===== src/rtl/core/ofvd_fifo.sv =====
// Small register queue used between the front, the back and the result port.
`timescale 1ns / 1ps
module ofvd_fifo #(
    parameter int W     = 8,
    parameter int DEPTH = 4
) (
    input  logic         clk,
    input  logic         rst_n,
    input  logic         push,
    input  logic [W-1:0] din,
    output logic         full,
    input  logic         pop,
    output logic [W-1:0] dout,
    output logic         empty
);
    localparam int AW = (DEPTH > 1) ? $clog2(DEPTH) : 1;
    localparam int CW = $clog2(DEPTH + 1);

    logic [W-1:0]  mem [DEPTH];
    logic [AW-1:0] wr_reg, wr_next, rd_reg, rd_next;
    logic [CW-1:0] cnt_reg, cnt_next;
    logic          do_push, do_pop;

    assign full    = (cnt_reg == CW'(DEPTH));
    assign empty   = (cnt_reg == '0);
    assign do_push = push && !full;
    assign do_pop  = pop && !empty;
    assign dout    = mem[rd_reg];

    always_comb
    begin
        wr_next  = wr_reg;
        rd_next  = rd_reg;
        cnt_next = cnt_reg;
        if (do_push)
        begin
            wr_next = (wr_reg == AW'(DEPTH - 1)) ? '0 : wr_reg + 1'b1;
        end
        if (do_pop)
        begin
            rd_next = (rd_reg == AW'(DEPTH - 1)) ? '0 : rd_reg + 1'b1;
        end
        if (do_push && !do_pop)
        begin
            cnt_next = cnt_reg + 1'b1;
        end
        else if (do_pop && !do_push)
        begin
            cnt_next = cnt_reg - 1'b1;
        end
    end

    always_ff @(posedge clk or negedge rst_n)
    begin
        if (!rst_n)
        begin
            wr_reg  <= '0;
            rd_reg  <= '0;
            cnt_reg <= '0;
        end
        else
        begin
            wr_reg  <= wr_next;
            rd_reg  <= rd_next;
            cnt_reg <= cnt_next;
        end
    end

    always_ff @(posedge clk)
    begin
        if (do_push)
        begin
            mem[wr_reg] <= din;
        end
    end

endmodule


===== config.mk =====
export PLATFORM = sky130hd
export DESIGN_NAME = ofvd_fifo
export DESIGN_NICKNAME = d
export VERILOG_FILES = /design/src/rtl/core/ofvd_fifo.sv
export SDC_FILE = /design/constraint.sdc
export NUM_CORES = 1
export LEC_CHECK = 0
export ABC_CLOCK_PERIOD_IN_PS = 2000
export CAP_MARGIN = 5
export CORE_MARGIN = 4
export CORE_UTILIZATION = 30
export DETAILED_ROUTE_END_ITERATION = 10
export DONT_BUFFER_PORTS = 1
export GPL_ROUTABILITY_DRIVEN = 0
export PLACE_DENSITY = 0.52
export SYNTH_ARGS = -nofsm -noshare
export SYNTH_HDL_FRONTEND = slang
export SYNTH_SLANG_ARGS = --single-unit

===== constraint.sdc =====
create_clock -name clk -period 2 [get_ports clk]
set_input_delay 0.4 -clock clk [delete_from_list [all_inputs] [get_ports clk]]
set_output_delay 0.4 -clock clk [all_outputs]
set_load 0.01 [all_outputs]

Word level (Yosys, flattened, before mapping)
Memories as Yosys holds them, arrays and structs flattened.
Cells that the tools add are included.

cells by class
  $add $sub $neg = 4
  equality and inequality tests = 3
  multiplexer cells = 6
  reduce and logical (&&, ||, !) cells = 10

operators by type and width
  operator                                          number
  2-to-1 mux 3 bit                                  2
  adder 2 x 1 -> 2 bit, second input constant       2
  equality test 2 bit, second input constant        2
  logical AND 1 bit                                 4
  logical NOT 1 bit                                 4
  2-to-1 mux 2 bit                                  2
  adder 3 x 1 -> 3 bit, second input constant       1
  equality test 3 bit, second input constant        1
  logical NOT 3 bit                                 1
  subtractor 3 x 1 -> 3 bit, second input constant  1
  2-to-1 mux 1 bit                                  2
  nonzero test 2 bit                                1

storage, ports and cells
  register bits = 7
  bits in writable memories = 32
  bits of input ports = 12
  output and inout bits = 10
  logic and storage cells = 27
  memories = 1

memory list
  memory  words  bits a word  rd ports  clocked after memory_dff  wr ports  line  text
  mem     4      8            1         0                         1         19    logic [W-1:0] mem [DEPTH];

Depth between registers and ports, before layout
Gate-level depths: netlist of run 1.

  depth in word-level cells = 7
  gate-level depth with buffers = 9
  gate-level depth less buffers = 8

Least setup slack after synthesis of run 1
Ideal clock, no wire load.

  kind = register to register
  start point = register cnt_reg[0]
  end point = register cnt_reg[2]
  setup time = 0.079 ns
  arrival = 1.984 ns
  data required time = 1.921 ns
  setup slack = -0.064 ns
  stages on the path, launching flop included = 9
  path buffers = 0
  clock period less this slack = 2.064 ns
  cells stage by stage = dfrtp_1 -> nor3_1 -> nand2b_4 -> ha_1 -> inv_1 -> fa_1 -> xor2_1 -> nor2_1 -> xor2_1

on the way
  longest elaborated chain between the ends = 6
  elaborated cells on any way between the ends = 15
  those cells by class = add/sub (2); eq/ne (1); mux (2); reduce/logical (10)

ends and longest elaborated chain
  element                                                        line  text
  start, declared                                                21    logic [CW-1:0] cnt_reg, cnt_next;
  start signal, assigned                                         65    cnt_reg <= cnt_next;
  logical NOT 3 bit *                                            25    assign empty = (cnt_reg == '0);
  named net empty                                                14    output logic empty
  logical NOT 1 bit *                                            27    assign do_pop = pop && !empty;
  logical AND 1 bit *                                            27
  logical NOT 1 bit                                              43    if (do_push && !do_pop)
  logical AND 1 bit                                              43
  2-to-1 mux 3 bit / nonzero test 2 bit (equally long branches)  n/a

Mark *: on every way through the listed nets, which the timed path passes. The rest lies on a longest branch. The select of a mux whose other input is x is not followed.
A chain may end at the register's enable or synchronous reset.

Worst setup path after layout of run 1
  start point = register cnt_reg[1]
  end point = register cnt_reg[1]

on the way
  longest elaborated chain between the ends = 6
  elaborated cells on any way between the ends = 15
  those cells by class = add/sub (2); eq/ne (1); mux (2); reduce/logical (10)

ends and longest elaborated chain
  element                                                                            line
  parallel branches: the longest is 5 deep, another holds subtractor 3 x 1 -> 3 bit  n/a
  2-to-1 mux 3 bit *                                                                 43
  named net cnt_next[1]                                                              21

Mark *: on every way through the listed nets, which the timed path passes. The select of a mux whose other input is x is not followed.

==> impl_metrics.toml, run 1 <==
[status]
status = "completed"

[placed_design]
portBuffers = 0
place_area_sq_um = 1720
place.detailed.hpwl_mm = 1.75

[floorplanning]
core_sq_um = 5170
dieArea_sq_um = 6640
die_x_um = 81.5
die_y_um = 81.5
num_io_pins = 22
start_util = 0.313
rows = 26

[clock_tree]
cts_buffer_depth = 2
cts.htree.levels = 2
root_buffer = "clkbuf_8"
cts_sinks = 39
path_clk_slew_ns = 0.07
cts_buffers = 5
tritoncts = "built"
clkLatencyLatePin_ns = 0.29

[power_and_ir_drop]
powerDensity_nw_per_um2 = 1480
total_power_mw = 2.80
vdd_ir_drop_max_uv = 700
p_leak_nw = 0.673

[hold_path]
hold_class = "in2reg"
worstHoldStart = "din[4]"
hold_depth = 0

[grt]
grt_pass1_vias = 786
grt_max_degree = 14
antenna_found_initial = 0
grt_use_total = 0.0882
grt_pass1_wl_mm = 4.02
gr-total-overflow = 0

[critical_path]
cp_max_fo = 3
critPathKind = "reg2reg"
crit_path_end_kind = "flip-flop"
worstSetupStartpointType = "flip-flop"
crit_start = "cnt_reg[1]"
worstPathArrival_ns = 2.13
crit_path_max_incr_delay_ns = 0.43
path_delay_family = "adder cells"
cp_data_required_time_ns = 2.17
path_buf_inv = 2
crit_chain = "buf_4, nor3b_4, nor2b_2, ha_2, inv_1, fa_2, mux2_2"
worstRegToRegCells = 7
path_depth = 7
reg2reg_from = "cnt_reg[1]"
slowest_stage = "dfrtp_2"

[sta]
relSlewSlack = 0.696
fin_tns_setup_ns = 0
setup_viol = 0
worst_pin_slew_ns = 0.456
min_period_ns = 1.96
hold_viol_final = 0
clock.fmax_mhz = 511
timing.hold.ws_ns = 0.205
period_share = 0.978
skew_ns = 0.00206
slew_violations = 0

[final_layout]
area_growth_pct = 17.2
fillers = 486
diodes = 0
largest_register_ffs = 32
num-nets-final = 112
post-route-util = 0.367
final_cell_mix = "edfxtp_1 (32), buf_4 (9), mux4_2 (8)"
drive_above_1_share = 0.468
final_area_sq_um = 1900
final_common_cell = "edfxtp_1"

[logic_synthesis]
yosys_warnings = 0
syn_area_sq_um = 1620
seq_area_frac_synth = 0.701
ys_ff_latch = 39
synthesis.nets = 98
syn_inst = 79
synth_cell_type_count = 19
syn_area_per_cell_sq_um = 20.5

[routing]
avgRoutedWirePerCell_um = 16.4
detail_route.vias_per_cell = 4.42
route.antenna.remaining_nets = 0
drtIter0Drc = 31
vias = 725
dr.pass1.iters = 4
wirelength_mm = 2.69
drc_errors = 0

[run]
max_cap_violations = 0
-- synth_stat cells (all sizes together) --
library cell | count | area [sq um]
and2 | 4 | 30.0
buf | 3 | 20.0
dfrtp | 7 | 175
edfxtp | 32 | 961
fa | 1 | 20.0
ha | 6 | 75.1
inv | 3 | 11.3
mux2 | 5 | 63.8
mux4 | 8 | 180
nand2b | 1 | 13.8
nor2 | 3 | 11.3
nor2b | 1 | 8.76
nor3 | 1 | 5.00
nor3b | 1 | 18.8
xnor2 | 1 | 8.76
xor2 | 2 | 17.5
-- routing by layer --
layer  GRT usage  routed length [um]  up-vias
li1            -                   -      327
met1      0.0941                 973      370
met2       0.147                1470       20
met3      0.0318                 175        8
met4      0.0557                  70        0
met5           0                   0        -
-- repair_timing --
item,in CTS,in global routing
hold buffers,1,0
resized for setup,4,3
setup buffers,0,6
endpoints found under the hold margin,7,0
pin swaps,0,3
endpoints found under the setup margin,9,1
-- metrics by stage --
stage	std cells	setup WS [ns]
final	164	0.0436
after detailed placement	149	0.0319
after global placement	149	0.131
after global routing	164	-0.0530
after floorplan	79	0.0576
after CTS	158	0.00557
-- worst paths after layout --
check / endpoint / slack (ns)
worst max-delay path: cnt_reg[1] / 0.04
worst min-delay path: mem[3][4] / 0.20
worst max register to register: cnt_reg[1] / 0.04
worst min register to register: cnt_reg[0] / 0.52
max in group asynchronous: rd_reg[0] / 1.30
min in group asynchronous: wr_reg[0] / 0.44
-- area by class of cell --
type | instances | area, sq um | share of cell area
inverter | 3 | 11.3 | 0.00593
clock buffer | 5 | 68.8 | 0.0362
multi-input combinational | 34 | 469 | 0.247
clock inverter | 3 | 43.8 | 0.0231
timing repair buffer | 10 | 77.6 | 0.0408
tap | 70 | 87.6 | 0.0461
sequential | 39 | 1140 | 0.601
-- power by group --
group	leakage (nW)	switching, mW	internal (mW)	total [mW]
clock	0.0581	0.269	0.371	0.640
sequential	0.371	0.191	1.11	1.30
combinational	0.244	0.379	0.485	0.864
total	0.673	0.839	1.96	2.80
-- cells by family (layout without fill, tap and decap cells) --
logic type / after synthesis / in the layout / synth area share
xor gates and xnor gates: 3 / 3 / 0.0162
adders and majority gates: 7 / 7 / 0.0587
buffers and inverters: 6 / 21 / 0.0193
DFF: 39 / 39 / 0.701
muxes: 13 / 13 / 0.151
and+or+nand+nor: 11 / 11 / 0.0541
(Power assumes the default switching activity.)
==> run 2, diff against run 1 <==
CORE_UTILIZATION = 40   (was 30)
PLACE_DENSITY = 0.62   (was 0.52)
==> impl_metrics.toml, run 2 (synthesis results as in run 1) <==
[power_and_ir_drop]
power.internal_mw = 1.86
vdd_ir_drop_max_uv = 702
p_sw_frac = 0.311
sequentialPowerShare = 0.484
powerDensity_nw_per_um2 = 1460
p_leak_nw = 0.664
clkPwrFrac = 0.186
power_frac_comb = 0.330
power_switching_uw = 840

[final_layout]
final_area_sq_um = 1850
final_cell_mix = "edfxtp_1 (32), buf_4 (10), mux4_2 (8)"
diodes = 0
largest_register_ffs = 32
final_cells = 143
num-nets-final = 113
final_common_cell = "edfxtp_1"
area_growth_pct = 14.4
post-route-util = 0.488
fillers = 327
drive_above_1_share = 0.463

[critical_path]
critPathKind = "reg2reg"
path_buf_inv = 2
cp_data_required_time_ns = 2.16
cp_max_fo = 4
crit_path_end_kind = "flip-flop"
slowest_stage = "dfrtp_2"
worstSetupStartpointType = "flip-flop"
path_delay_family = "adder cells"
crit_chain = "buf_4, nor3b_4, nor2b_2, ha_2, inv_1, fa_2, mux2_2"
crit_path_max_incr_delay_ns = 0.44
worstPathArrival_ns = 2.13

[placed_design]
pre_cts_ws_ns = 0.0296
place.detailed.hpwl_mm = 1.75
dp_cells = 127
place_area_sq_um = 1690
portBuffers = 0

[sta]
clock.fmax_mhz = 508
slew_violations = 0
setup_ws_ns = 0.0306
min_period_ns = 1.97
worst_pin_slew_ns = 0.469
skew_ns = 0.00691
hold_viol_final = 0
setup_viol = 0
period_share = 0.985
relSlewSlack = 0.687

[routing]
drtIter0Drc = 26
avgRoutedWirePerCell_um = 18.4
dr.pass1.iters = 3
detail_route.vias_per_cell = 5.12
vias = 732
route.antenna.remaining_nets = 0
drc_errors = 0
wirelength_mm = 2.63

[clock_tree]
clkLatencyLatePin_ns = 0.28
cts.htree.levels = 2
path_clk_slew_ns = 0.07
cts_buffer_depth = 2
cts_sinks = 39
root_buffer = "clkbuf_8"
cts_buffers = 5
tritoncts = "built"

[floorplanning]
num_io_pins = 22
rows = 22
start_util = 0.427
die_x_um = 71.6
core_sq_um = 3800
dieArea_sq_um = 5130
die_y_um = 71.6

[grt]
gr-total-overflow = 0
grt_use_total = 0.111
grt_pass1_wl_mm = 4.11
grt_pass1_vias = 813
grt_max_degree = 14
antenna_found_initial = 0

[status]
status = "completed"

[run]
max_cap_violations = 0

[hold_path]
hold_class = "in2reg"
## run 2: path summary, 6_finish.rpt
check                           slack (ns)  startpoint  depth (start not counted)    endpoint
min in group asynchronous             0.46       rst_n                          1   rd_reg[0]
max in group asynchronous             1.24       rst_n                          1  cnt_reg[0]
worst min register to register        0.58   wr_reg[1]                          1   wr_reg[1]
worst max register to register        0.03  cnt_reg[0]                          7  cnt_reg[1]
worst min-delay path                  0.21      din[2]                          0   mem[3][2]
worst max-delay path                  0.03  cnt_reg[0]                          7  cnt_reg[1]
## run 2: cell type report
type | count | area (sq um) | share of cell area
flip-flops and latches | 39 | 1140 | 0.616
multi-input cells | 34 | 469 | 0.253
repair buffers | 11 | 85.1 | 0.0459
clock buffers | 6 | 72.6 | 0.0392
well taps | 48 | 60.1 | 0.0324
clock inverters | 2 | 13.8 | 0.00743
inverters | 3 | 11.3 | 0.00608
## run 2: through the flow
| step | total power, mW | hold slack, ns | setup TNS, ns |
|---|---|---|---|
| global placement | 2.07 | 0.105 | 0 |
| finish | 2.70 | 0.205 | 0 |
| CTS | 2.62 | 0.194 | 0 |
| floorplan | 1.91 | 0.104 | 0 |
| detailed placement | 2.11 | 0.105 | 0 |
| global route | 2.88 | 0.182 | -0.0142 |
## run 2: routing by layer
metal | global-route usage | vias to the layer above | share of wire
met5 | 0 | - | 0
met4 | 0.0418 | 0 | 0.0065
met3 | 0.0589 | 2 | 0.062
met2 | 0.192 | 17 | 0.55
met1 | 0.112 | 383 | 0.38
li1 | - | 330 | -
## run 2: timing repair
item / CTS / global route
pin swaps: 0 / 4
endpoints found under the setup margin: 8 / 2
gates resized for setup: 1 / 6
endpoints found under the hold margin: 7 / 0
hold buffers: 1 / 0
setup buffers: 0 / 7
## run 2: power by group through the flow
| stage | combinational (mW) | sequential [mW] | clock, mW |
|---|---|---|---|
| 5_1_grt | 0.976 | 1.34 | 0.556 |
| 6_report | 0.893 | 1.31 | 0.503 |
| 4_1_cts | 0.779 | 1.32 | 0.525 |
| 3_5_place_dp | 0.774 | 1.33 | 0 |
| 2_1_floorplan | 0.704 | 1.21 | 0 |
| 3_3_place_gp | 0.751 | 1.31 | 0 |
