## config.mk

```make
export PLATFORM = sky130hd
export DESIGN_NAME = ofvd_front
export DESIGN_NICKNAME = d
export VERILOG_FILES = /design/src/rtl/core/ofvd_pkg.sv /design/src/rtl/core/ofvd_front.sv
export SDC_FILE = /design/constraint.sdc
export NUM_CORES = 1
export LEC_CHECK = 0
export ABC_AREA = 1
export BUFFER_PORTS_ARGS = -buffer_cell sky130_fd_sc_hd__buf_2
export CAP_MARGIN = 15
export CORE_MARGIN = 4
export CORE_UTILIZATION = 61
export CTS_BUF_LIST = sky130_fd_sc_hd__clkbuf_16
export DETAILED_ROUTE_END_ITERATION = 7
export HOLD_SLACK_MARGIN = 0.05
export PLACE_DENSITY_LB_ADDON = 0.25
export SLEW_MARGIN = 20
export SYNTH_ARGS = -nofsm -noshare
export SYNTH_HDL_FRONTEND = slang
export SYNTH_SLANG_ARGS = --single-unit
```

## constraint.sdc

```tcl
create_clock -name clk -period 4.9 [get_ports clk]
set_input_delay 0.49 -clock clk [delete_from_list [all_inputs] [get_ports clk]]
set_output_delay 0.49 -clock clk [all_outputs]
set_load 0.05 [all_outputs]
```

## src/rtl/core/ofvd_pkg.sv

```systemverilog
// Shared types and constants for the face vertex dedup block.
`timescale 1ns / 1ps
package ofvd_pkg;

    localparam int OP_W    = 3;
    localparam int RAW_W   = 22;
    localparam int CNT_W   = 21;
    localparam int SLOT_W  = 20;
    localparam int KEY_W   = 3 * SLOT_W;
    localparam int VIDX_W  = 12;
    localparam int STAT_W  = 2;
    localparam int EPOCH_W = 4;

    localparam int DEF_MAX_VERTICES = 4096;
    localparam int DEF_TABLE_SLOTS  = 8192;
    localparam int DEF_INDEX_BITS   = 20;

    // Hash product kept modulo 2^HASH_W, split into 24-bit low and 25-bit high parts.
    localparam int HASH_W     = 49;
    localparam int HASH_SPLIT = 24;
    localparam int HASH_SHIFT = 32;
    localparam logic [23:0] HASH_CL = 24'h4A7C15;
    localparam logic [24:0] HASH_CH = 25'h179B97F;

    typedef enum logic [OP_W-1:0] {
        OP_POS   = 3'd0,
        OP_UV    = 3'd1,
        OP_NORM  = 3'd2,
        OP_FACE  = 3'd3,
        OP_GROUP = 3'd4
    } op_t;

    typedef enum logic [STAT_W-1:0] {
        STAT_OK    = 2'd0,
        STAT_RANGE = 2'd1,
        STAT_FULL  = 2'd2
    } status_t;

    typedef struct packed {
        logic              is_group;
        logic              ok;
        logic [SLOT_W-1:0] ps;
        logic [SLOT_W-1:0] us;
        logic [SLOT_W-1:0] ns;
        logic              uvp;
        logic              nop;
    } cmd_t;

    typedef struct packed {
        logic [VIDX_W-1:0] vidx;
        logic              is_new;
        logic [SLOT_W-1:0] ps;
        logic [SLOT_W-1:0] us;
        logic [SLOT_W-1:0] ns;
        logic              uvp;
        logic              nop;
        status_t           status;
    } res_t;

endpackage

```

## src/rtl/core/ofvd_front.sv

```systemverilog
// Front: keeps the declaration counts, resolves and range-checks face indices.
`timescale 1ns / 1ps
module ofvd_front #(
    parameter int INDEX_BITS = 20
) (
    input  logic                                clk,
    input  logic                                rst_n,
    input  logic                                push,
    output logic                                full,
    input  logic [ofvd_pkg::OP_W-1:0]           operation,
    input  logic signed [ofvd_pkg::RAW_W-1:0]   raw_pos_index,
    input  logic signed [ofvd_pkg::RAW_W-1:0]   raw_uv_index,
    input  logic signed [ofvd_pkg::RAW_W-1:0]   raw_norm_index,
    input  logic                                init_busy,
    input  logic                                q_full,
    output logic                                q_push,
    output ofvd_pkg::cmd_t                      q_data
);
    import ofvd_pkg::*;

    localparam int RW = RAW_W + 1;
    localparam logic [CNT_W-1:0] CNT_MAX = '1;

    logic [CNT_W-1:0] pos_cnt_reg, pos_cnt_next;
    logic [CNT_W-1:0] uv_cnt_reg, uv_cnt_next;
    logic [CNT_W-1:0] norm_cnt_reg, norm_cnt_next;
    logic             acc, uvp, nop;
    logic [RW-1:0]    p, u, n;
    logic             p_ok, u_ok, n_ok;

    function automatic logic [RW-1:0] resolve(input logic [RAW_W-1:0] raw,
                                              input logic [CNT_W-1:0] cnt);
        logic [RW-1:0] r;
        logic [RW-1:0] c;
        r = {raw[RAW_W-1], raw};
        c = {2'b00, cnt};
        if (raw == '0)
        begin
            return '0;
        end
        else if (raw[RAW_W-1])
        begin
            return c + r;
        end
        return r - RW'(1);
    endfunction

    function automatic logic in_range(input logic [RW-1:0] v, input logic [CNT_W-1:0] cnt);
        logic [RAW_W-1:0] mag;
        mag = v[RAW_W-1:0];
        return !v[RW-1] && (mag < {1'b0, cnt}) && ((mag >> INDEX_BITS) == '0);
    endfunction

    assign full = q_full || init_busy;
    assign acc  = push && !full;
    assign uvp  = (uv_cnt_reg != '0);
    assign nop  = (norm_cnt_reg != '0);
    assign p    = resolve(raw_pos_index, pos_cnt_reg);
    assign u    = uvp ? resolve(raw_uv_index, uv_cnt_reg) : '0;
    assign n    = nop ? resolve(raw_norm_index, norm_cnt_reg) : '0;
    assign p_ok = in_range(p, pos_cnt_reg);
    assign u_ok = !uvp || in_range(u, uv_cnt_reg);
    assign n_ok = !nop || in_range(n, norm_cnt_reg);

    always_comb
    begin
        pos_cnt_next     = pos_cnt_reg;
        uv_cnt_next      = uv_cnt_reg;
        norm_cnt_next    = norm_cnt_reg;
        q_push           = 1'b0;
        q_data.is_group  = 1'b0;
        q_data.ok        = p_ok && u_ok && n_ok;
        q_data.ps        = p[SLOT_W-1:0];
        q_data.us        = u[SLOT_W-1:0];
        q_data.ns        = n[SLOT_W-1:0];
        q_data.uvp       = uvp;
        q_data.nop       = nop;
        if (acc)
        begin
            case (op_t'(operation))
                OP_POS:
                begin
                    if (pos_cnt_reg != CNT_MAX)
                    begin
                        pos_cnt_next = pos_cnt_reg + 1'b1;
                    end
                end
                OP_UV:
                begin
                    if (uv_cnt_reg != CNT_MAX)
                    begin
                        uv_cnt_next = uv_cnt_reg + 1'b1;
                    end
                end
                OP_NORM:
                begin
                    if (norm_cnt_reg != CNT_MAX)
                    begin
                        norm_cnt_next = norm_cnt_reg + 1'b1;
                    end
                end
                OP_FACE:
                begin
                    q_push = 1'b1;
                end
                OP_GROUP:
                begin
                    q_push          = 1'b1;
                    q_data.is_group = 1'b1;
                end
                default:
                begin
                end
            endcase
        end
    end

    always_ff @(posedge clk or negedge rst_n)
    begin
        if (!rst_n)
        begin
            pos_cnt_reg  <= '0;
            uv_cnt_reg   <= '0;
            norm_cnt_reg <= '0;
        end
        else
        begin
            pos_cnt_reg  <= pos_cnt_next;
            uv_cnt_reg   <= uv_cnt_next;
            norm_cnt_reg <= norm_cnt_next;
        end
    end

endmodule

```

## Yosys cells after proc, flatten, opt, wreduce, memory -nomap -nowiden

Index checks and enable logic that the tools add are counted.

- Bitwise operators: 0
- Multiplexer cells: 21
- Reduce and logical (&&, ||, !) cells: 31
- Shift operators: 0
- Magnitude comparators: 3
- $mul: 0
- Eq/ne operators: 7
- Div/mod/pow operators: 0
- Add/sub/neg operators: 9

Operator list:

| operator | count |
|---|---|
| two-way mux 23 bit | 11 |
| zero test 22 bit | 6 |
| adder 22 x 22 -> 23 bit | 3 |
| subtractor 22 x 2 -> 23 bit (second input constant) | 3 |
| < comparator 22 x 21 -> 1 bit | 3 |
| adder 21 x 1 -> 21 bit (second input constant) | 3 |
| != test 21 bit (second input constant) | 3 |
| nonzero test 21 bit | 2 |
| two-way mux 1 bit | 10 |
| logical AND 1 bit | 9 |
| AND reduction 3 bit | 3 |
| equality test 3 x 2 -> 1 bit (second input constant) | 2 |
| zero test 1 bit | 6 |
| equality test 3 x 1 -> 1 bit (second input constant) | 1 |
| equality test 3 bit (second input constant) | 1 |
| zero test 3 bit | 1 |
| logical OR 1 bit | 3 |
| OR reduction 2 bit | 1 |

- ROM bits: 0
- Bits in latches: 0
- Logic and storage cells: 74
- Bits in writable memories: 0
- Memories kept: 0
- Bits in registers: 63
- Output and inout port bits: 66

## Logic depth before layout (Yosys ltp)

Gate-level depths: netlist (run 1).

- Word-level depth: 11
- Depth in mapped cells: 26
- Depth with buffers taken out: 26

## Worst setup path after synthesis (run 1)

Ideal clock, no wire load.

- Kind: reg2out
- Start point: register uv_cnt_reg[0]
- End point: output q_data[62] in the netlist's numbering
- Slack: -1845 ps
- Data arrival time: 6255 ps
- Path buffers: 0
- Stages on the path, launching flop included: 20
- Path through: dfrtp_1 ha_1 inv_1 fa_1 o21ai_1 a31oi_1 xor2_1 a2111oi_0 ha_1 nand2_1 o21ai_0 nand2_1 o211ai_1 a21oi_1 nand3_1 nor2_1 nand4_1 nand2_1 nand2_1 nor2_1

RTL lines:

| element | RTL line | source |
|---|---|---|
| start, declared | ofvd_front.sv:25 | `logic [CNT_W-1:0] uv_cnt_reg, uv_cnt_next;` |
| start signal, assigned | ofvd_front.sv:129 | `uv_cnt_reg <= uv_cnt_next;` |
| end, declared | ofvd_front.sv:17 | `output ofvd_pkg::cmd_t q_data` |

==> summary.md, run 1 <==
| Metric | Value |
|---|---|
| Sink Count | 63 |
| Post-synthesis net count | 1840 |
| Critical path class | flop to output pin |
| Yosys top cell area share | 15.9% |
| First-pass GRT wire length | 54600 um |
| WL final | 34500 um |
| Final ANT Viol Nets | 0 |
| Via density | 5.84 |
| R2R Path Start | pos_cnt_reg[0]$_DFFE_PN0P_ |
| Crit path time final | 4.58 ns |
| Row count | 47 |
| Setup skew after layout | 0.00642 ns |
| Setup violations, final | 0 |
| Via count | 11700 |
| Fmax achieved | 218 MHz |
| Pre-CTS setup slack | 0.242 ns |
| CTS Buffer Depth | 2 |
| Ys flop type | dfrtp_1 |
| Critical path's slowest cell | dfrtp_2 |
| Worst Max-Slew Pin Slew | 0.784 ns |
| Overflow after GRT | 0 |
| Clock slew at reported path FFs | 0.05 ns |
| Status | finished, final reports clean |
| Ratio of final minimum period to clock period | 93.4% |
| Initial Utilization | 62.8% |
| Number of remaining DRC errors | 0 |
| Most frequent cells in the layout | nand2_1, inv_1, nor2_1 |
| CP max stage delay | 0.46 ns |
| Setup repair bufs after CTS | 0 |
| CP Max Fanout | 6 |
| Setup crit start kind | flop |
| Reg area | 1580 um2 |
| EDFF count, synth | 0 |
| Pleak | 6.08 nW |
| Fin. max-slew vios | 0 |
| Post-Syn Instances | 1629 |
| Die ar. | 19400 um2 |
| H-tree depth | 3 |
| Layout area overhead | 15.4% |
| Inserted Clock Buffers | 9 |
| Multi-input logic area | 8350 um2 |
| Maxcap violations | 0 |
| Commonest non-fill, non-tap cell in the layout | nand2_1 |
| Die W | 139 um |
| Average instance area after synthesis | 6.46 um2 |
| Syn Std Cell Area | 10500 um2 |
| Final WS setup | 0.323 ns |
| Hold WC Path Type | input pin to async pin |
| Worst path arrival time | 4.09 ns |
| Peak supply drop | 0.260 mV |
| Routability congestion estimate | 0.998 |
| CTS root buf | clkbuf_16 |
| Data required, critical path | 4.41 ns |
| DR WL/cell | 17.2 um |
| Cell Chain, Critical Path | ha_1 > a21oi_1 > o21ai_0 > a21oi_1 > nand2_1 > a21o_1 > or2_2 > nand3_1 > a211oi_2 > ha_1 > a21oi_2 > o21ai_0 > a21oi_1 > nor2_1 > o21ai_1 > nand3_1 > nor2_1 > nand4_1 > nand2_2 > nand2_1 > nor2_2 > buf_6 |
| Clock Latency Late Sink | 0.33 ns |
| Distinct cells, synth | 61 |
| ANT cells | 0 |
| Filler cell count | 1467 |
| Core ar. | 16800 um2 |
| Initial DRT Pass Iterations | 6 |
| Async set-or-reset flop fraction in the synthesized netlist | 100% |
| Die H | 139 um |
| Core Util, Final | 72.5% |
| Slew HR | 47.3% |
| Io pins | 140 |
| Port Buf Inserts | 139 |
| Setup crit end kind | output pin |
| GRT Resource Usage Total | 34.2% |
| Ranking of synthesized cells by area | ha_1, dfrtp_1, nand2_1 |
| CTS tree | yes |
| Fin nets | 1990 |
| Crit. Startpoint | uv_cnt_reg[12]$_DFFE_PN0P_ |
| Post-synth top area cell | ha_1 |
| Worst path most repeated cell | a21oi_1 |
| Pin count of the biggest net entering global routing | 64 |
| Final-report hold violation count | 0 |
| Syn. warnings | 0 |
| Share of layout cells above drive strength 1 | 15.5% |
| Sequential area share after synthesis | 15.0% |
| Post-DP HPWL | 28900 um |
| PD cells | 233 nW/um2 |
| Number of global-route vias before repair | 11000 |
| Initial antenna violation count | 3 |
| Register bit total from synthesis | 63 |
| Initial DRC count | 903 |
[worst paths after layout]
| check | slack [ns] | depth (start not counted) | to |
|---|---|---|---|
| worst max register to register | 2.35 | 11 | pos_cnt_reg[18]$_DFFE_PN0P_ |
| worst min-delay path | 0.33 | 2 | uv_cnt_reg[19]$_DFFE_PN0P_ |
| worst min register to register | 0.53 | 2 | pos_cnt_reg[20]$_DFFE_PN0P_ |
| worst max-delay path | 0.32 | 22 | q_data[62] |
| min in group clk | 0.52 | 4 | norm_cnt_reg[20]$_DFFE_PN0P_ |
| max in group asynchronous | 4.00 | 2 | uv_cnt_reg[2]$_DFFE_PN0P_ |
[logic make-up after synthesis]
family          share of synthesized area (%)
flops                                    15.0
simple gates                             34.5
buf+inv                                  8.63
fa+ha+maj                                16.5
xor+xnor                                 9.73
compound gates                           15.7
[through the flow]
stage               hold slack, ns  area (um2)  cells  TNS [ns]  total power [mW]
floorplan                    0.194       10700   1629         0              1.70
global placement             0.499       11700   1988         0              2.07
detailed placement           0.509       11700   1988         0              2.11
CTS                          0.357       12000   2004         0              2.79
global route                 0.407       12200   2004  -0.00609              3.02
finish                       0.331       12200   2004         0              2.83
[worst max-delay path: cells and delay by family, from the launching register on]
family / cells / cell delay (ns)
AOI/OAI and AO/OA: 9 / 1.29
and+or+nand+nor: 10 / 1.13
adders and majority gates: 2 / 0.68
DFF: 1 / 0.46
buffers and inverters: 1 / 0.16
[synthesized netlist by cell type (all sizes together), types with 2 or more instances]
cell / number
a221oi: 3
inv: 218
nand3b: 5
ha: 134
nor3b: 3
nor3: 55
o21ai: 88
nor2: 209
and2: 4
nand2: 339
dfrtp: 63
fa: 3
xor2: 87
buf: 6
o22ai: 15
or2: 20
o211ai: 4
a211o: 2
a311oi: 3
clkinv: 3
a31oi: 10
o32ai: 2
nand4: 43
nand3: 88
a2111oi: 4
a21o: 8
o21bai: 10
xnor2: 30
a211oi: 12
a21oi: 120
nor4: 16
or3: 2
a21boi: 5
clkbuf: 8
[where the power goes]
group,internal (mW),leakage [nW],switching (mW)
clock network,0.441,0.153,0.231
logic,0.490,5.23,1.05
registers,0.562,0.695,0.0597
total,1.49,6.08,1.34
[what timing repair did]
item / CTS / global route
hold buffers: 0 / 0
endpoints found under the setup margin: 0 / 1
resized for setup: 0 / 26
hold endpoints to repair: 0 / 0
[layer usage]
layer	GRT usage, %	vias up	share of wire [%]
li1	-	5798	-
met1	45.7	5277	43
met2	56.0	525	45
met3	5.42	102	8.3
met4	12.3	6	3.8
met5	0	-	0.12
[area by class of cell]
class                      count  area share [%]
timing repair buffer         153            6.64
sequential                    63            13.0
clock buffer                   9            1.85
multi-input combinational   1331            68.7
tap                          220            2.27
inverter                     221            6.84
clock inverter                 7           0.731
Power figures use the tool's default switching activity.
==> inputs of run 2 (changes only) <==
--- a/config.mk
+++ b/config.mk
@@ -15,5 +15,4 @@
 export HOLD_SLACK_MARGIN = 0.05
 export PLACE_DENSITY_LB_ADDON = 0.25
-export SLEW_MARGIN = 20
 export SYNTH_ARGS = -nofsm -noshare
 export SYNTH_HDL_FRONTEND = slang
==> constraint.sdc (replaced) <==
create_clock -name clk -period 4.9 [get_ports clk]
set_input_delay 0.245 -clock clk [delete_from_list [all_inputs] [get_ports clk]]
set_output_delay 0.245 -clock clk [all_outputs]
set_load 0.05 [all_outputs]
==> summary.md, run 2 (synthesis gave the netlist of run 1 again) <==
| Metric | Value |
|---|---|
| Ratio of final minimum period to clock period | 94.8% (was 93.4%) |
| Final-report hold violation count | 0 (unchanged) |
| Data required, critical path | 4.66 ns (was 4.41 ns) |
| ANT cells | 0 (unchanged) |
| Hold WC Path Type | input pin to async pin (unchanged) |
| Crit. Startpoint | uv_cnt_reg[10]$_DFFE_PN0P_ (was uv_cnt_reg[12]$_DFFE_PN0P_) |
| CTS Buffer Depth | 2 (unchanged) |
| Clock slew at reported path FFs | 0.06 ns (was 0.05 ns) |
| Critical path class | flop to output pin (unchanged) |
| First-pass GRT wire length | 53000 um (was 54600 um) |
| Layout area overhead | 12.7% (was 15.4%) |
| Die ar. | 19400 um2 (unchanged) |
| Core Util, Final | 70.8% (was 72.5%) |
| Inserted Clock Buffers | 9 (unchanged) |
| Setup skew after layout | 0.00585 ns (was 0.00642 ns) |
| DR WL/cell | 16.6 um (was 17.2 um) |
| Maxcap violations | 0 (unchanged) |
| Clock Power Share | 24.8% (was 23.8%) |
| Met3 wire length | 2690 um (was 2880 um) |
| Crit path time final | 4.65 ns (was 4.58 ns) |
| Die W | 139 um (unchanged) |
| Fin nets | 1984 (was 1990) |
| Via count | 11800 (was 11700) |
| Initial DRT Pass Iterations | 5 (was 6) |
| Via density | 5.89 (was 5.84) |
| Setup violations, final | 0 (unchanged) |
| Post-DP HPWL | 27800 um (was 28900 um) |
| CTS root buf | clkbuf_16 (unchanged) |
| Port Buf Inserts | 139 (unchanged) |
| CP Buf/Inv Count | 2 (was 1) |
| CP Max Fanout | 7 (was 6) |
| Register-to-Register Path Depth | 12 (was 11) |
| Worst path arrival time | 4.40 ns (was 4.09 ns) |
| WL final | 33100 um (was 34500 um) |
| Placed inst area | 11500 um2 (was 11700 um2) |
| Pint | 1.48 mW (was 1.49 mW) |
| Row count | 47 (unchanged) |
| Number of cells on the critical path | 24 (was 22) |
| Final WS setup | 0.254 ns (was 0.323 ns) |
| CP endpoint | q_data[62] (unchanged) |
| Pleak | 6.01 nW (was 6.08 nW) |
| Sink Count | 63 (unchanged) |
| Met2 wire length | 15200 um (was 15500 um) |
| Setup crit start kind | flop (unchanged) |
| Peak supply drop | 0.193 mV (was 0.260 mV) |
| Hold Worst Slack | 0.0621 ns (was 0.331 ns) |
| Initial Utilization | 62.8% (unchanged) |
| Setup crit end kind | output pin (unchanged) |
| Die H | 139 um (unchanged) |
| Initial DRC count | 972 (was 903) |
| Flop pwr share | 22.2% (was 22.0%) |
| CP top delay family | simple AND/OR/NAND/NOR gates (was compound AO/OA/AOI/OAI gates) |
| Final setup TNS | 0 ns (unchanged) |
| Reg2Reg Setup Slack | 2.44 ns (was 2.35 ns) |
| Combinational cell fraction of total power | 53.0% (was 54.3%) |
| Most frequent cells in the layout | nand2_1, inv_1, nor2_1 (unchanged) |
| RSZ-0062 raised after global routing | no |
| Number of global-route vias before repair | 10900 (was 11000) |
| Slew HR | 46.0% (was 47.3%) |
| Overflow after GRT | 0 (unchanged) |
| Pre-CTS setup slack | 0.340 ns (was 0.242 ns) |
| Uppermost layer routed | met4 (was met5) |
| FF-to-FF End | uv_cnt_reg[19]$_DFFE_PN0P_ (was pos_cnt_reg[18]$_DFFE_PN0P_) |
| Commonest non-fill, non-tap cell in the layout | nand2_1 (unchanged) |
| Pin count of the biggest net entering global routing | 64 (unchanged) |
| Final ANT Viol Nets | 0 (unchanged) |
| Initial antenna violation count | 0 (was 3) |
| R2R Path Start | uv_cnt_reg[0]$_DFFE_PN0P_ (was pos_cnt_reg[0]$_DFFE_PN0P_) |
| GRT Resource Usage Total | 32.9% (was 34.2%) |
| Share of layout cells above drive strength 1 | 13.5% (was 15.5%) |
| Setup repair bufs after CTS | 0 (unchanged) |
| Worst path most repeated cell | nand2_1 (was a21oi_1) |
| Worst Max-Slew Pin Slew | 0.809 ns (was 0.784 ns) |
| Core ar. | 16800 um2 (unchanged) |
| Cell Chain, Critical Path | ha_1 > nand2_1 > nor2_1 > inv_1 > nor3_1 > a21oi_1 > o21bai_1 > xnor2_1 > o21ai_0 > nand2_1 > a21oi_1 > ha_1 > nand2_1 > o21ai_0 > a21oi_1 > nor2_1 > o21ai_0 > nand3_1 > nor2_1 > nand4_1 > nand2_1 > nand2_1 > nor2_1 > clkbuf_4 (was ha_1 > a21oi_1 > o21ai_0 > a21oi_1 > nand2_1 > a21o_1 > or2_2 > nand3_1 > a211oi_2 > ha_1 > a21oi_2 > o21ai_0 > a21oi_1 > nor2_1 > o21ai_1 > nand3_1 > nor2_1 > nand4_1 > nand2_2 > nand2_1 > nor2_2 > buf_6) |
| Wl on met1 | 13800 um (was 14800 um) |
| H-tree depth | 3 (unchanged) |
| Fmax achieved | 215 MHz (was 218 MHz) |
| Io pins | 140 (unchanged) |
| Critical path's slowest cell | dfrtp_1 (was dfrtp_2) |
| Psw | 1.32 mW (was 1.34 mW) |
| CP max stage delay | 0.47 ns (was 0.46 ns) |
| CTS tree | yes (unchanged) |
| Clock Latency Late Sink | 0.33 ns (about the same) |
| Routability congestion estimate | 1.01 (was 0.998) |
| Final Cell Area | 11900 um2 (was 12200 um2) |
| PD cells | 235 nW/um2 (was 233 nW/um2) |
| Switch share | 47.1% (was 47.2%) |
| Status | finished, final reports clean (unchanged) |
| Fin. max-slew vios | 0 (unchanged) |
| Number of remaining DRC errors | 0 (unchanged) |
run 2: cell count changes in the layout (fill, tap and decap cells not counted), moves of 5 or more:
cell,delta
buf_4,-6
ha_4,-8
ha_1,+8
a21oi_2,-5
a21oi_1,+5
run 2: worst min-delay path by stage:
stage,from,endpoint,slack (ns),cells past startpoint
after floorplan,rst_n,norm_cnt_reg[0]$_DFFE_PN0P_,-0.05,0
after global placement,rst_n,uv_cnt_reg[19]$_DFFE_PN0P_,0.45,2
after detailed placement,rst_n,uv_cnt_reg[18]$_DFFE_PN0P_,0.46,2
after CTS,rst_n,uv_cnt_reg[18]$_DFFE_PN0P_,0.10,2
after global routing,rst_n,uv_cnt_reg[19]$_DFFE_PN0P_,0.15,2
final,rst_n,uv_cnt_reg[19]$_DFFE_PN0P_,0.06,2
run 2: repair_timing:
action	CTS	global route
gates resized for setup	1	7
endpoints found under the setup margin	1	1
hold buffers	0	0
pin swaps	0	0
hold endpoints to repair	0	0
run 2: routing by layer:
layer	vias up	track usage, %
met5	-	0
li1	5780	-
met3	110	3.88
met4	0	15.3
met1	5323	42.4
met2	553	55.1
run 2: per-stage QoR:
step,cells,total power [mW]
floorplan,1629,1.68
global placement,1982,2.04
detailed placement,1982,2.08
CTS,1998,2.78
global route,1998,2.98
finish,1998,2.80
run 2: power by group through the flow:
stage	clock, mW	combinational, mW	sequential [mW]
after global placement	0	1.41	0.624
after CTS	0.698	1.46	0.618
final	0.693	1.48	0.620
after detailed placement	0	1.45	0.627
after floorplan	0	1.07	0.612
after global routing	0.717	1.63	0.629
run 2: worst register-to-register path: stages, from the launching register on:
cell and delay (ns):
dfrtp_2 0.47, ha_1 0.25, nand2_1 0.13, nor2_1 0.10, nand4_1 0.10, and2_1 0.40, nand4_2 0.19, nor2_2 0.15
nand2_1 0.08, inv_2 0.08, nand4_2 0.15, nor2_2 0.14, xor2_1 0.15
run 2: layout make-up:
class                           instances  area [um2]
Tap cell                              220         275
Sequential cell                        63        1580
Multi-Input combinational cell       1331        8110
Clock inverter                          7        96.3
Timing Repair Buffer                  147         758
Inverter                              221         831
Fill cell                            1532        4890
Clock buffer                            9         225
